`src/hdl/ast_pkg.sv`:
```
`timescale 1ns / 1ps

package ast_pkg;

    localparam int DEFAULT_POSITION_BITS = 16;
    localparam int RES_SLOTS   = 3;
    localparam int QUEUE_DEPTH = 4;
    localparam int QUEUE_AW    = $clog2(QUEUE_DEPTH);

    typedef struct packed {
        logic [7:0] char_byte;
        logic       end_of_buffer;
    } ast_in_t;

    typedef struct packed {
        logic        event_res;
        logic [3:0]  tok_kind;
        logic [7:0]  char_value;
        logic        appended;
        logic [15:0] token_start;
        logic        lex_error;
        logic        last_of_run;
    } ast_res_t;

    // All results caused by one input byte, in order.
    typedef struct packed {
        ast_res_t [RES_SLOTS-1:0] res;
        logic [1:0]               cnt;
    } ast_bundle_t;

    function automatic ast_res_t mk_res(input logic ev, input logic [3:0] tt,
                                        input logic [7:0] ch, input logic app,
                                        input logic [15:0] start, input logic err);
        ast_res_t r;
        r.event_res   = ev;
        r.tok_kind    = tt;
        r.char_value  = ch;
        r.appended    = app;
        r.token_start = start;
        r.lex_error   = err;
        r.last_of_run = 1'b0;
        return r;
    endfunction

endpackage

```
`src/hdl/ast_front.sv`:
```
`timescale 1ns / 1ps

module ast_front #(
    parameter int POSITION_BITS = ast_pkg::DEFAULT_POSITION_BITS
) (
    input  logic                clk,
    input  logic                rst_n,
    input  logic                take,
    input  ast_pkg::ast_in_t    din,
    output logic                wr,
    output ast_pkg::ast_bundle_t wr_data
);

    typedef enum logic [1:0] {
        MODE_IDLE,
        MODE_IDENT,
        MODE_NUMBER,
        MODE_COMMENT
    } mode_t;

    localparam logic [3:0] TT_PLUS    = 4'd0;
    localparam logic [3:0] TT_MINUS   = 4'd1;
    localparam logic [3:0] TT_COMMA   = 4'd2;
    localparam logic [3:0] TT_NUMERAL = 4'd3;
    localparam logic [3:0] TT_COLON   = 4'd4;
    localparam logic [3:0] TT_CIRC    = 4'd5;
    localparam logic [3:0] TT_NEWLINE = 4'd6;
    localparam logic [3:0] TT_BAR     = 4'd7;
    localparam logic [3:0] TT_LESS    = 4'd8;
    localparam logic [3:0] TT_GREATER = 4'd9;
    localparam logic [3:0] TT_IDENT   = 4'd10;
    localparam logic [3:0] TT_NUMBER  = 4'd11;
    localparam logic [3:0] TT_COMMENT = 4'd12;

    localparam logic [7:0] CH_SEMI   = 8'h3B;
    localparam logic [7:0] CH_DOLLAR = 8'h24;
    localparam logic [7:0] CH_PCT    = 8'h25;
    localparam logic [7:0] CH_UNDER  = 8'h5F;
    localparam logic [7:0] CH_LOW_X  = 8'h78;
    localparam logic [7:0] CH_UP_X   = 8'h58;
    localparam logic [7:0] CH_DOT    = 8'h2E;
    localparam logic [7:0] CH_TAB    = 8'h09;
    localparam logic [7:0] CH_SPACE  = 8'h20;
    localparam logic [7:0] CH_LF     = 8'h0A;
    localparam logic [7:0] CH_CR     = 8'h0D;

    function automatic logic is_letter(input logic [7:0] c);
        return (c >= 8'h61 && c <= 8'h7A) || (c >= 8'h41 && c <= 8'h5A);
    endfunction

    function automatic logic is_digit(input logic [7:0] c);
        return c >= 8'h30 && c <= 8'h39;
    endfunction

    function automatic logic is_hex_letter(input logic [7:0] c);
        return (c >= 8'h61 && c <= 8'h66) || (c >= 8'h41 && c <= 8'h46);
    endfunction

    function automatic logic is_newline(input logic [7:0] c);
        return c == CH_LF || c == CH_CR;
    endfunction

    // Returns a valid flag above the four bit operator type.
    function automatic logic [4:0] op_code(input logic [7:0] c);
        logic [4:0] r;
        case (c)
            8'h2B:   r = {1'b1, TT_PLUS};
            8'h2D:   r = {1'b1, TT_MINUS};
            8'h2C:   r = {1'b1, TT_COMMA};
            8'h23:   r = {1'b1, TT_NUMERAL};
            8'h3A:   r = {1'b1, TT_COLON};
            8'h5E:   r = {1'b1, TT_CIRC};
            CH_LF:   r = {1'b1, TT_NEWLINE};
            CH_CR:   r = {1'b1, TT_NEWLINE};
            8'h7C:   r = {1'b1, TT_BAR};
            8'h3C:   r = {1'b1, TT_LESS};
            8'h3E:   r = {1'b1, TT_GREATER};
            default: r = 5'd0;
        endcase
        return r;
    endfunction

    function automatic logic [3:0] mode_type(input mode_t m);
        logic [3:0] r;
        case (m)
            MODE_IDENT:  r = TT_IDENT;
            MODE_NUMBER: r = TT_NUMBER;
            default:     r = TT_COMMENT;
        endcase
        return r;
    endfunction

    mode_t                    mode_reg, mode_next;
    logic [15:0]              ostart_reg, ostart_next;
    logic [POSITION_BITS-1:0] pos_reg, pos_next;

    logic [31:0]          pos_wide;
    logic [15:0]          p16;
    logic [7:0]           c;
    logic [4:0]           op;
    logic                 cont;
    logic [1:0]           n;
    ast_pkg::ast_bundle_t bun;

    assign c        = din.char_byte;
    assign op       = op_code(c);
    assign pos_wide = 32'(pos_reg);
    assign p16      = pos_wide[15:0];

    always_comb
    begin
        mode_next   = mode_reg;
        ostart_next = ostart_reg;
        cont        = 1'b0;
        n           = 2'd0;
        bun         = '0;

        case (mode_reg)
            MODE_IDENT:
            begin
                if (is_letter(c) || is_digit(c) || c == CH_UNDER)
                begin
                    bun.res[n] = ast_pkg::mk_res(1'b0, TT_IDENT, c, 1'b1, ostart_reg, 1'b0);
                    n    = n + 2'd1;
                    cont = 1'b1;
                end
                else
                begin
                    bun.res[n] = ast_pkg::mk_res(1'b1, TT_IDENT, 8'd0, 1'b0, ostart_reg, 1'b0);
                    n         = n + 2'd1;
                    mode_next = MODE_IDLE;
                end
            end
            MODE_NUMBER:
            begin
                if (c == CH_DOT || c == CH_LOW_X || c == CH_UP_X || c == CH_UNDER
                    || is_digit(c) || is_hex_letter(c))
                begin
                    bun.res[n] = ast_pkg::mk_res(1'b0, TT_NUMBER, c, c != CH_UNDER,
                                                 ostart_reg, 1'b0);
                    n    = n + 2'd1;
                    cont = 1'b1;
                end
                else
                begin
                    bun.res[n] = ast_pkg::mk_res(1'b1, TT_NUMBER, 8'd0, 1'b0, ostart_reg, 1'b0);
                    n         = n + 2'd1;
                    mode_next = MODE_IDLE;
                end
            end
            MODE_COMMENT:
            begin
                if (!is_newline(c))
                begin
                    bun.res[n] = ast_pkg::mk_res(1'b0, TT_COMMENT, c, 1'b1, ostart_reg, 1'b0);
                    n    = n + 2'd1;
                    cont = 1'b1;
                end
                else
                begin
                    bun.res[n] = ast_pkg::mk_res(1'b1, TT_COMMENT, 8'd0, 1'b0, ostart_reg, 1'b0);
                    n         = n + 2'd1;
                    mode_next = MODE_IDLE;
                end
            end
            default:
            begin
            end
        endcase

        if (!cont)
        begin
            if (c == CH_SPACE || c == CH_TAB)
            begin
            end
            else if (c == CH_SEMI)
            begin
                ostart_next = p16;
                mode_next   = MODE_COMMENT;
                bun.res[n]  = ast_pkg::mk_res(1'b0, TT_COMMENT, c, 1'b0, p16, 1'b0);
                n           = n + 2'd1;
            end
            else if (op[4])
            begin
                bun.res[n] = ast_pkg::mk_res(1'b0, op[3:0], c, 1'b1, p16, 1'b0);
                n          = n + 2'd1;
                bun.res[n] = ast_pkg::mk_res(1'b1, op[3:0], 8'd0, 1'b0, p16, 1'b0);
                n          = n + 2'd1;
            end
            else if (is_letter(c) || c == CH_UNDER)
            begin
                ostart_next = p16;
                mode_next   = MODE_IDENT;
                bun.res[n]  = ast_pkg::mk_res(1'b0, TT_IDENT, c, 1'b1, p16, 1'b0);
                n           = n + 2'd1;
            end
            else if (is_digit(c) || c == CH_DOT || c == CH_DOLLAR || c == CH_PCT)
            begin
                ostart_next = p16;
                mode_next   = MODE_NUMBER;
                bun.res[n]  = ast_pkg::mk_res(1'b0, TT_NUMBER, c, 1'b1, p16, 1'b0);
                n           = n + 2'd1;
            end
            else
            begin
                bun.res[n] = ast_pkg::mk_res(1'b0, TT_PLUS, c, 1'b0, p16, 1'b1);
                n          = n + 2'd1;
            end
        end

        if (din.end_of_buffer)
        begin
            if (mode_next != MODE_IDLE)
            begin
                bun.res[n] = ast_pkg::mk_res(1'b1, mode_type(mode_next), 8'd0, 1'b0,
                                             ostart_next, 1'b0);
                n = n + 2'd1;
            end
            mode_next = MODE_IDLE;
            pos_next  = '0;
        end
        else
        begin
            pos_next = pos_reg + 1'b1;
        end

        bun.cnt = n;
    end

    assign wr      = take && (bun.cnt != 2'd0);
    assign wr_data = bun;

    always_ff @(posedge clk or negedge rst_n)
    begin
        if (!rst_n)
        begin
            mode_reg   <= MODE_IDLE;
            ostart_reg <= '0;
            pos_reg    <= '0;
        end
        else if (take)
        begin
            mode_reg   <= mode_next;
            ostart_reg <= ostart_next;
            pos_reg    <= pos_next;
        end
    end

endmodule

```
`src/hdl/ast_queue.sv`:
```
`timescale 1ns / 1ps

module ast_queue (
    input  logic                 clk,
    input  logic                 rst_n,
    input  logic                 wr,
    input  ast_pkg::ast_bundle_t wr_data,
    input  logic                 rd,
    output ast_pkg::ast_bundle_t rd_data,
    output logic                 full,
    output logic                 avail
);

    localparam int AW = ast_pkg::QUEUE_AW;

    ast_pkg::ast_bundle_t store_reg [ast_pkg::QUEUE_DEPTH];

    logic [AW-1:0] wptr_reg, wptr_next;
    logic [AW-1:0] rptr_reg, rptr_next;
    logic [AW:0]   cnt_reg, cnt_next;

    assign full    = cnt_reg == (AW + 1)'(ast_pkg::QUEUE_DEPTH);
    assign avail   = cnt_reg != '0;
    assign rd_data = store_reg[rptr_reg];

    always_comb
    begin
        wptr_next = wr ? wptr_reg + 1'b1 : wptr_reg;
        rptr_next = rd ? rptr_reg + 1'b1 : rptr_reg;
        cnt_next  = cnt_reg + (AW + 1)'(wr) - (AW + 1)'(rd);
    end

    always_ff @(posedge clk)
    begin
        if (wr)
        begin
            store_reg[wptr_reg] <= wr_data;
        end
    end

    always_ff @(posedge clk or negedge rst_n)
    begin
        if (!rst_n)
        begin
            wptr_reg <= '0;
            rptr_reg <= '0;
            cnt_reg  <= '0;
        end
        else
        begin
            wptr_reg <= wptr_next;
            rptr_reg <= rptr_next;
            cnt_reg  <= cnt_next;
        end
    end

    a_no_overflow: assert property (@(posedge clk) disable iff (!rst_n)
        cnt_reg <= (AW + 1)'(ast_pkg::QUEUE_DEPTH))
        else $error("queue count beyond depth");

    a_no_write_full: assert property (@(posedge clk) disable iff (!rst_n)
        !(wr && full))
        else $error("write into a full queue");

    a_no_read_empty: assert property (@(posedge clk) disable iff (!rst_n)
        !(rd && !avail))
        else $error("read from an empty queue");

endmodule

```
`src/hdl/ast_back.sv`:
```
`timescale 1ns / 1ps

module ast_back (
    input  logic                 clk,
    input  logic                 rst_n,
    input  logic                 q_avail,
    input  ast_pkg::ast_bundle_t q_data,
    output logic                 q_rd,
    input  logic                 pop,
    output logic                 empty,
    output ast_pkg::ast_res_t    dout
);

    ast_pkg::ast_bundle_t bun_reg;
    logic                 bun_valid_reg;
    logic [1:0]           idx_reg;
    ast_pkg::ast_res_t    out_reg;
    logic                 out_valid_reg;

    logic              out_load;
    logic              step;
    logic              bun_last;
    ast_pkg::ast_res_t cur;

    assign out_load = !out_valid_reg || pop;
    assign step     = bun_valid_reg && out_load;
    assign bun_last = idx_reg == (bun_reg.cnt - 2'd1);
    assign q_rd     = q_avail && (!bun_valid_reg || (step && bun_last));

    always_comb
    begin
        cur             = bun_reg.res[idx_reg];
        cur.last_of_run = bun_last;
    end

    assign empty = !out_valid_reg;
    assign dout  = out_reg;

    always_ff @(posedge clk)
    begin
        if (q_rd)
        begin
            bun_reg <= q_data;
        end
        if (step)
        begin
            out_reg <= cur;
        end
    end

    always_ff @(posedge clk or negedge rst_n)
    begin
        if (!rst_n)
        begin
            bun_valid_reg <= 1'b0;
            idx_reg       <= '0;
            out_valid_reg <= 1'b0;
        end
        else
        begin
            if (q_rd)
            begin
                bun_valid_reg <= 1'b1;
                idx_reg       <= '0;
            end
            else if (step && bun_last)
            begin
                bun_valid_reg <= 1'b0;
            end
            else if (step)
            begin
                idx_reg <= idx_reg + 2'd1;
            end

            if (step)
            begin
                out_valid_reg <= 1'b1;
            end
            else if (pop)
            begin
                out_valid_reg <= 1'b0;
            end
        end
    end

    a_bundle_nonzero: assert property (@(posedge clk) disable iff (!rst_n)
        bun_valid_reg |-> (bun_reg.cnt != 2'd0))
        else $error("empty result group held for output");

    a_index_in_range: assert property (@(posedge clk) disable iff (!rst_n)
        bun_valid_reg |-> (idx_reg < bun_reg.cnt))
        else $error("result index beyond group size");

endmodule

```
`src/hdl/assembly_source_tokenizer.sv`:
```
`timescale 1ns / 1ps

// Streaming tokenizer for assembler source text.
// Input channel: a word is one source byte with its end-of-buffer mark, taken
// on a rising edge with push high and full low. The classifier handles one
// byte per cycle while full is low and writes each byte's results, if there
// are any, as one group into a four-deep queue.
// Result channel: while empty is low the oldest word is on dout; pop takes it.
// Each byte yields zero to three words, the last of them flagged last_of_run.
// A byte's words pass through the queue, a group register and the output register to dout.
// Throughput is one byte per cycle while each byte yields at most one word and
// pop stays high, and one word per cycle on the result side while pop stays high,
// which sets the byte rate for bytes that close one token and open another.
// When the receiver stalls, the output register and the queue fill and full
// rises; the front keeps taking bytes until the queue has no room.
// Reset clears the scanner to idle, the byte position to zero and empties
// the queue and the output register.
module assembly_source_tokenizer #(
    parameter int POSITION_BITS = ast_pkg::DEFAULT_POSITION_BITS
) (
    input  logic              clk,
    input  logic              rst_n,
    input  logic              push,
    output logic              full,
    input  ast_pkg::ast_in_t  din,
    input  logic              pop,
    output logic              empty,
    output ast_pkg::ast_res_t dout
);

    logic                 take;
    logic                 q_wr;
    logic                 q_rd;
    logic                 q_full;
    logic                 q_avail;
    ast_pkg::ast_bundle_t q_wdata;
    ast_pkg::ast_bundle_t q_rdata;

    assign full = q_full;
    assign take = push && !q_full;

    ast_front #(
        .POSITION_BITS(POSITION_BITS)
    ) u_front (
        .clk    (clk),
        .rst_n  (rst_n),
        .take   (take),
        .din    (din),
        .wr     (q_wr),
        .wr_data(q_wdata)
    );

    ast_queue u_queue (
        .clk    (clk),
        .rst_n  (rst_n),
        .wr     (q_wr),
        .wr_data(q_wdata),
        .rd     (q_rd),
        .rd_data(q_rdata),
        .full   (q_full),
        .avail  (q_avail)
    );

    ast_back u_back (
        .clk    (clk),
        .rst_n  (rst_n),
        .q_avail(q_avail),
        .q_data (q_rdata),
        .q_rd   (q_rd),
        .pop    (pop),
        .empty  (empty),
        .dout   (dout)
    );

endmodule

```
`config.mk`:
```
export PLATFORM = sky130hd
export DESIGN_NAME = assembly_source_tokenizer
export DESIGN_NICKNAME = d
export VERILOG_FILES = /design/src/hdl/ast_pkg.sv /design/src/hdl/ast_front.sv /design/src/hdl/ast_queue.sv /design/src/hdl/ast_back.sv /design/src/hdl/assembly_source_tokenizer.sv
export SDC_FILE = /design/constraint.sdc
export NUM_CORES = 1
export LEC_CHECK = 0
export ABC_AREA = 0
export BUFFER_PORTS_ARGS = -buffer_cell sky130_fd_sc_hd__clkbuf_2
export CORE_ASPECT_RATIO = 1.5
export CORE_MARGIN = 3
export CORE_UTILIZATION = 50
export CTS_BUF_LIST = sky130_fd_sc_hd__clkbuf_16
export CTS_CLUSTER_DIAMETER = 60
export DETAILED_ROUTE_END_ITERATION = 16
export PLACE_DENSITY = 0.78
export SETUP_SLACK_MARGIN = 0.02
export SYNTH_ARGS = -nofsm -noshare
export SYNTH_HDL_FRONTEND = slang
export SYNTH_SLANG_ARGS = --single-unit
```
`constraint.sdc`:
```
create_clock -name clk -period 6.9 [get_ports clk]
set_input_delay 1.035 -clock clk [delete_from_list [all_inputs] [get_ports clk]]
set_output_delay 1.035 -clock clk [all_outputs]
set_load 0.02 [all_outputs]
```
Yosys cells after proc, flatten, opt, wreduce, memory -nomap -nowiden
Memory sizes are Yosys's and may differ from the RTL's. A register that Yosys moved wholly into a read port is not among the register bits.
Index checks and enable logic that the tools add are counted.
{"block": "totals", "reg_bits": 77, "latch_bits": 0, "ramBits": 392, "mem_bits_ro": 0, "input_bits": 13, "out_inout_bits": 34, "word_cells": 182, "mem_count": 1}
{"block": "op_classes", "addsub": 10, "n_mul": 0, "div": 0, "magnitude_cmp": 15, "n_eq_ne": 29, "shifts": 0, "n_mux": 69, "bitwise_logic": 0, "reduce_logical": 42}
{"name": "u_queue.store_reg", "depth": 4, "word_bits": 98, "read_ports": 1, "rd_clocked_by_memory_dff": 1, "wr": 1, "line_no": "ast_queue.sv:16", "text": "ast_pkg::ast_bundle_t store_reg [ast_pkg::QUEUE_DEPTH];"}
{"operator": "two-way mux 96 bit", "count": 8}
{"operator": "bitwise mux 96 bit", "count": 7}
{"operator": "two-way mux 32 bit", "count": 7}
{"operator": "demux 32 bit (select 2 bit)", "count": 3}
{"operator": "two-way mux 16 bit", "count": 7}
{"operator": "== test 8 x 6 -> 1 bit, second input constant", "count": 12}
{"operator": "case mux 32 bit (3 select lines)", "count": 1}
{"operator": "binary-select mux 32 bit (select 2 bit)", "count": 1}
{"operator": "case mux 5 bit (10 select lines)", "count": 1}
{"operator": "== test 8 x 7 -> 1 bit, second input constant", "count": 5}
{"operator": "two-way mux 2 bit", "count": 19}
{"operator": "less-or-equal comparator 8 x 7 -> 1 bit, second input constant", "count": 4}
{"operator": "== test 8 x 4 -> 1 bit, second input constant", "count": 3}
{"operator": "logical OR 1 bit", "count": 17}
{"operator": "adder 16 x 1 -> 16 bit, second input constant", "count": 1}
{"operator": ">= comparator 8 x 7 -> 1 bit, second input constant", "count": 2}
{"operator": "logical AND 1 bit", "count": 13}
{"operator": "adder 2 x 1 -> 2 bit, second input constant", "count": 5}
{"operator": "two-way mux 1 bit", "count": 10}
{"operator": "nonzero test 2 bit", "count": 5}
{"operator": "< comparator 2 x 3 -> 1 bit, second input constant", "count": 3}
{"operator": ">= comparator 8 x 6 -> 1 bit, second input constant", "count": 1}
{"operator": "less-or-equal comparator 8 x 6 -> 1 bit, second input constant", "count": 1}
{"operator": "two-way mux 4 bit", "count": 2}
{"operator": "21 further kinds", "count": 27}

Logic depth before layout (Yosys ltp)
{"block": "depth", "depth_word": 21, "depth_mapped": 21, "ltp_nobuf": 18}

Cells and area by module
From an unflattened synthesis, not the netlist that was laid out.
{"block": "unflattened", "hier_cells": 1267, "area_unflattened_um2": 23388.7}
{"module": "ast_queue", "instances": 1, "cells_per_inst": 546, "area_each_um2": 14635.3, "seq_area_each_um2": 11946.5}
{"module": "ast_back", "instances": 1, "cells_per_inst": 263, "area_each_um2": 4733.3, "seq_area_each_um2": 3913.8}
{"module": "ast_front", "instances": 1, "cells_per_inst": 457, "area_each_um2": 4006.3, "seq_area_each_um2": 850.8}
{"module": "assembly_source_tokenizer", "instances": 1, "cells_per_inst": 1, "area_each_um2": 13.8, "seq_area_each_um2": 0.0}

Worst setup path before layout
No wires, ideal clock.
{"block": "synth_timing", "path_kind": "input port to flip-flop", "start": "input pop", "end": "register u_queue.cnt_reg[2]", "setup_time_ns": 0.124, "t_arrival_ns": 7.221, "t_required_ns": 6.776, "slack_ns": -0.445, "stages": 10, "path_buffers": 0, "cell_sequence": "nand2b_1 > nand2_1 > a21oi_1 > ha_1 > inv_1 > ha_1 > inv_1 > fa_1 > xnor2_1 > xnor2_1"}
{"block": "synth_via", "elab_chain_len": 6}
{"item": "from (decl)", "line_no": "assembly_source_tokenizer.sv:26", "text": "input logic pop,"}
{"item": "logical OR 1 bit", "line_no": "ast_back.sv:25", "text": "assign out_load = !out_valid_reg || pop;"}
{"item": "logical AND 1 bit", "line_no": "ast_back.sv:26", "text": "assign step = bun_valid_reg && out_load;"}
{"item": "logical AND 1 bit", "line_no": "ast_back.sv:28", "text": "assign q_rd = q_avail && (!bun_valid_reg || (step && bun_last));"}
{"item": "logical OR 1 bit", "line_no": "ast_back.sv:28"}
{"item": "logical AND 1 bit", "line_no": "ast_back.sv:28"}
{"item": "net q_rd", "line_no": "assembly_source_tokenizer.sv:33", "text": "logic q_rd;"}
{"item": "subtractor 3 x 1 -> 3 bit", "line_no": "ast_queue.sv:30", "text": "cnt_next = cnt_reg + (AW + 1)'(wr) - (AW + 1)'(rd);"}
{"item": "net u_queue.cnt_next[2]", "line_no": "ast_queue.sv:20", "text": "logic [AW:0] cnt_reg, cnt_next;"}
{"item": "to (signal assigned)", "line_no": "ast_queue.sv:53", "text": "cnt_reg <= cnt_next;"}
{"item": "to (decl)", "line_no": "ast_queue.sv:20"}
The timed path passes the listed nets, and every way through them passes these cells.
A chain may end at the register's enable or synchronous reset.

Final worst setup path
{"block": "layout_timing", "start": "input din[3] (netlist name)", "end": "memory u_queue.store_reg[1][45] (netlist name) (enable)"}
{"block": "layout_via", "elab_chain_len": 21, "word_cells_on_any_way": 76, "classes_between": "add/sub: 1; order compare: 8; eq/ne: 20; mux: 23; reduce/logical: 24"}
{"item": "from (decl)", "line_no": "assembly_source_tokenizer.sv:25", "text": "input ast_pkg::ast_in_t din,"}
{"item": "parallel branches: the longest is 16 deep, another holds >= comparator 8 x 7 -> 1 bit"}
{"item": "two-way mux 2 bit *", "line_no": "ast_front.sv:211", "text": "if (din.end_of_buffer)"}
{"item": "nonzero test 2 bit *", "line_no": "ast_front.sv:230", "text": "assign wr = take && (bun.cnt != 2'd0);"}
{"item": "logical AND 1 bit *", "line_no": "ast_front.sv:230"}
{"item": "net q_wr", "line_no": "assembly_source_tokenizer.sv:32", "text": "logic q_wr;"}
{"item": "two-way mux 1 bit *", "line_no": "ast_queue.sv:35", "text": "if (wr)"}
{"item": "two-way mux 1 bit (not written as such) *", "line_no": "ast_queue.sv:37", "text": "store_reg[wptr_reg] <= wr_data;"}
{"item": "to (decl)", "line_no": "ast_queue.sv:16"}
Mark *: on every way through the listed nets, which the timed path passes.

==> impl_metrics.py <==
metrics = {
    "setup_path": {
        "startpoint": "din[3]",
        "critical_path_class": "input pin to flip-flop",
        "r2r_start": "u_front.mode_reg[1]",
        "cp-end-kind": "flip-flop",
        "arrival_ns": 5.40,
        "required_ns": 7.13,
        "crit_path_start_kind": "input pin",
        "cp_max_fo": 38,
    },
    "sta": {
        "skew_ns": 0.0167,
        "slew_headroom": 0.283,
        "setup_tns_ns": 0,
        "holdWs_ns": 0.527,
        "finalSetupViolCount": 0,
        "period_minus_slack_ns": 5.17,
        "max_clock_freq_mhz": 193,
        "rsz0062_at_grt": "no",
        "finalMaxSlewViolations": 0,
        "period_share": 0.749,
        "hold_violations": 0,
        "worst_pin_slew_ns": 1.07,
    },
    "detailed_routing": {
        "antenna_left": 0,
        "wl_per_cell_microns": 23.4,
        "firstDrtPassIters": 5,
        "vias": 10600,
        "avgViaCountPerCell": 6.12,
        "drc": 0,
        "drt-total-wl_mm": 40.5,
        "first_iter_violations": 1087,
    },
    "logic_synthesis": {
        "synth_ff_type": "edfxtp_1",
        "synth-edff-count": 457,
        "synthTopCellsByArea": "edfxtp_1, mux4_2, dfrtp_1",
        "ys_types": 80,
        "netlist.area_leader.share": 0.671,
        "yosysWarnings": 0,
        "synthCells": 1149,
        "synth_top_area_cell": "edfxtp_1",
        "synth.most_common_cell": "edfxtp_1",
        "ys_seq_elements": 502,
        "async_flop_share": 0.0896,
        "ys_seq_area_frac": 0.726,
        "syn-num-nets": 1183,
        "syn-cell-area_sq_um": 20500,
        "avgSynthCellArea_sq_um": 17.8,
        "ys_top_cells_by_count": "edfxtp_1, mux4_2, nand2_1",
    },
    "placed_design": {
        "place.gp.congestion": 0.861,
        "place_inst": 1655,
        "dp_hpwl_mm": 24.1,
        "port_buffers": 46,
    },
    "cts": {
        "tritoncts": "yes",
        "holdBufCountCts": 0,
        "post-cts-setup-buffers": 0,
        "clock_sinks": 502,
        "insertion_delay_ns": 0.55,
        "cts_buffers": 43,
        "cts-resized-gates": 0,
        "h-tree-depth": 2,
        "clock-root-buffer": "clkbuf_16",
        "clockBufferDepth": 3,
        "clkTransAtPathRegs_ns": 0.06,
    },
    "finish": {
        "final_util": 0.561,
        "diodes": 0,
        "syn2layout_area_growth_pct": 10.6,
        "finalNonFillerCells": 1734,
        "drive_gt1_frac": 0.207,
        "largest_reg_flops": 340,
        "finalNetCount": 1228,
    },
    "power_and_ir_drop": {
        "power.density_nw_per_um2": 415,
        "p_leak_nw": 7.83,
        "irDropWorstVdd_v": 0.000211,
    },
    "die": {
        "die_area_sq_um": 43400,
        "io_pins": 47,
        "chipHeight_microns": 254,
        "start_util": 0.507,
        "core.rowCount": 90,
        "die_x_microns": 171,
        "core_sq_um": 40300,
    },
    "grt": {
        "grt_pass1_wl_mm": 62.8,
        "grt_overflow": 0,
        "grt_max_degree": 52,
        "grt_pass1_vias": 10800,
        "antenna_found_initial": 0,
        "grt_usage": 0.190,
    },
    "run_status": {
        "run_status": "complete, no violations",
    },
    "flow_run": {
        "cap_violations": 0,
    },
    "worst_hold_path": {
        "hold_start": "u_back.bun_reg[44]",
        "hold_path_class": "flip-flop to flip-flop",
    },
}
layout make-up:
type,count,area (sq um)
Sequential cell,502,14900
Tap cell,506,633
Clock buffer,45,1130
Timing Repair Buffer,69,453
Clock inverter,34,225
Fill cell,2968,17700
Multi-Input combinational cell,555,5250
Inverter,23,86.3
kinds of logic (layout without fill, tap and decap cells):
kind of cell | Yosys count | in the layout | synth area share
simple gates | 216 | 216 | 0.0529
xor+xnor | 18 | 18 | 0.00771
mux | 135 | 135 | 0.119
flops | 502 | 502 | 0.726
buf+inv | 92 | 171 | 0.0187
fa+ha+maj | 21 | 21 | 0.0132
compound gates | 165 | 165 | 0.0622
stage by stage:
stage | setup WS (ns) | power, mW | instance area (sq um)
2_1_floorplan | 0.518 | 6.41 | 20500
3_3_place_gp | 1.26 | 7.07 | 21300
3_5_place_dp | 1.21 | 7.19 | 21300
4_1_cts | 1.78 | 9.49 | 22600
5_1_grt | 1.30 | 9.83 | 22600
6_report | 1.73 | 9.40 | 22600
report_power, final:
group / total (mW) / switching (mW) / leakage, nW / internal [mW]
combinational: 2.35 / 1.38 / 2.27 / 0.967
sequential: 4.75 / 0.375 / 4.85 / 4.38
clock: 2.30 / 1.03 / 0.709 / 1.26
total: 9.40 / 2.79 / 7.83 / 6.61
worst max-delay path, cell delays in order:
cell and delay [ns]:
clkbuf_2 0.27, nor4_1 0.33, a2bb2oi_1 0.12, o311ai_1 0.59, a211o_1 0.42, ha_1 0.22
inv_1 0.04, a221o_1 0.32, o32a_4 0.40, inv_1 0.10, ha_1 0.16, inv_1 0.04
a31oi_1 0.15, o31a_4 0.22, and2_4 0.57, buf_4 0.37
worst paths after layout:
check	endpoint	slack [ns]	cells after the start
worst max-delay path	u_queue.store_reg[1][45]	1.73	16
worst min-delay path	u_back.dout[10]	0.53	2
worst max register to register	u_queue.store_reg[1][45]	1.93	14
worst min register to register	u_back.dout[10]	0.53	2
max in group asynchronous	u_queue.rptr_reg[0]	5.81	2
min in group asynchronous	u_front.ostart_reg[3]	0.59	2
cells in the final DEF, fill, tap and decap left out, types with 10 or more instances in the layout:
cell,n
o21ai_0,39
nand3_1,20
a21oi_1,16
clkbuf_16,45
nor3_1,16
nor2_1,49
xnor2_1,10
and2_1,16
mux4_2,85
nand2_1,66
dfrtp_1,42
edfxtp_1,457
buf_4,19
mux2_2,15
clkbuf_2,46
inv_1,33
clkinv_1,10
mux2i_1,33
ha_1,20
a22o_1,51
layer usage:
layer / vias up / part of all wire / track usage
met5: - / 0 / 0
met4: 0 / 0.034 / 0.0706
met3: 95 / 0.060 / 0.0232
met2: 421 / 0.52 / 0.328
met1: 5433 / 0.38 / 0.248
li1: 4660 / - / -
No activity file was read; power rests on OpenSTA's default activity.
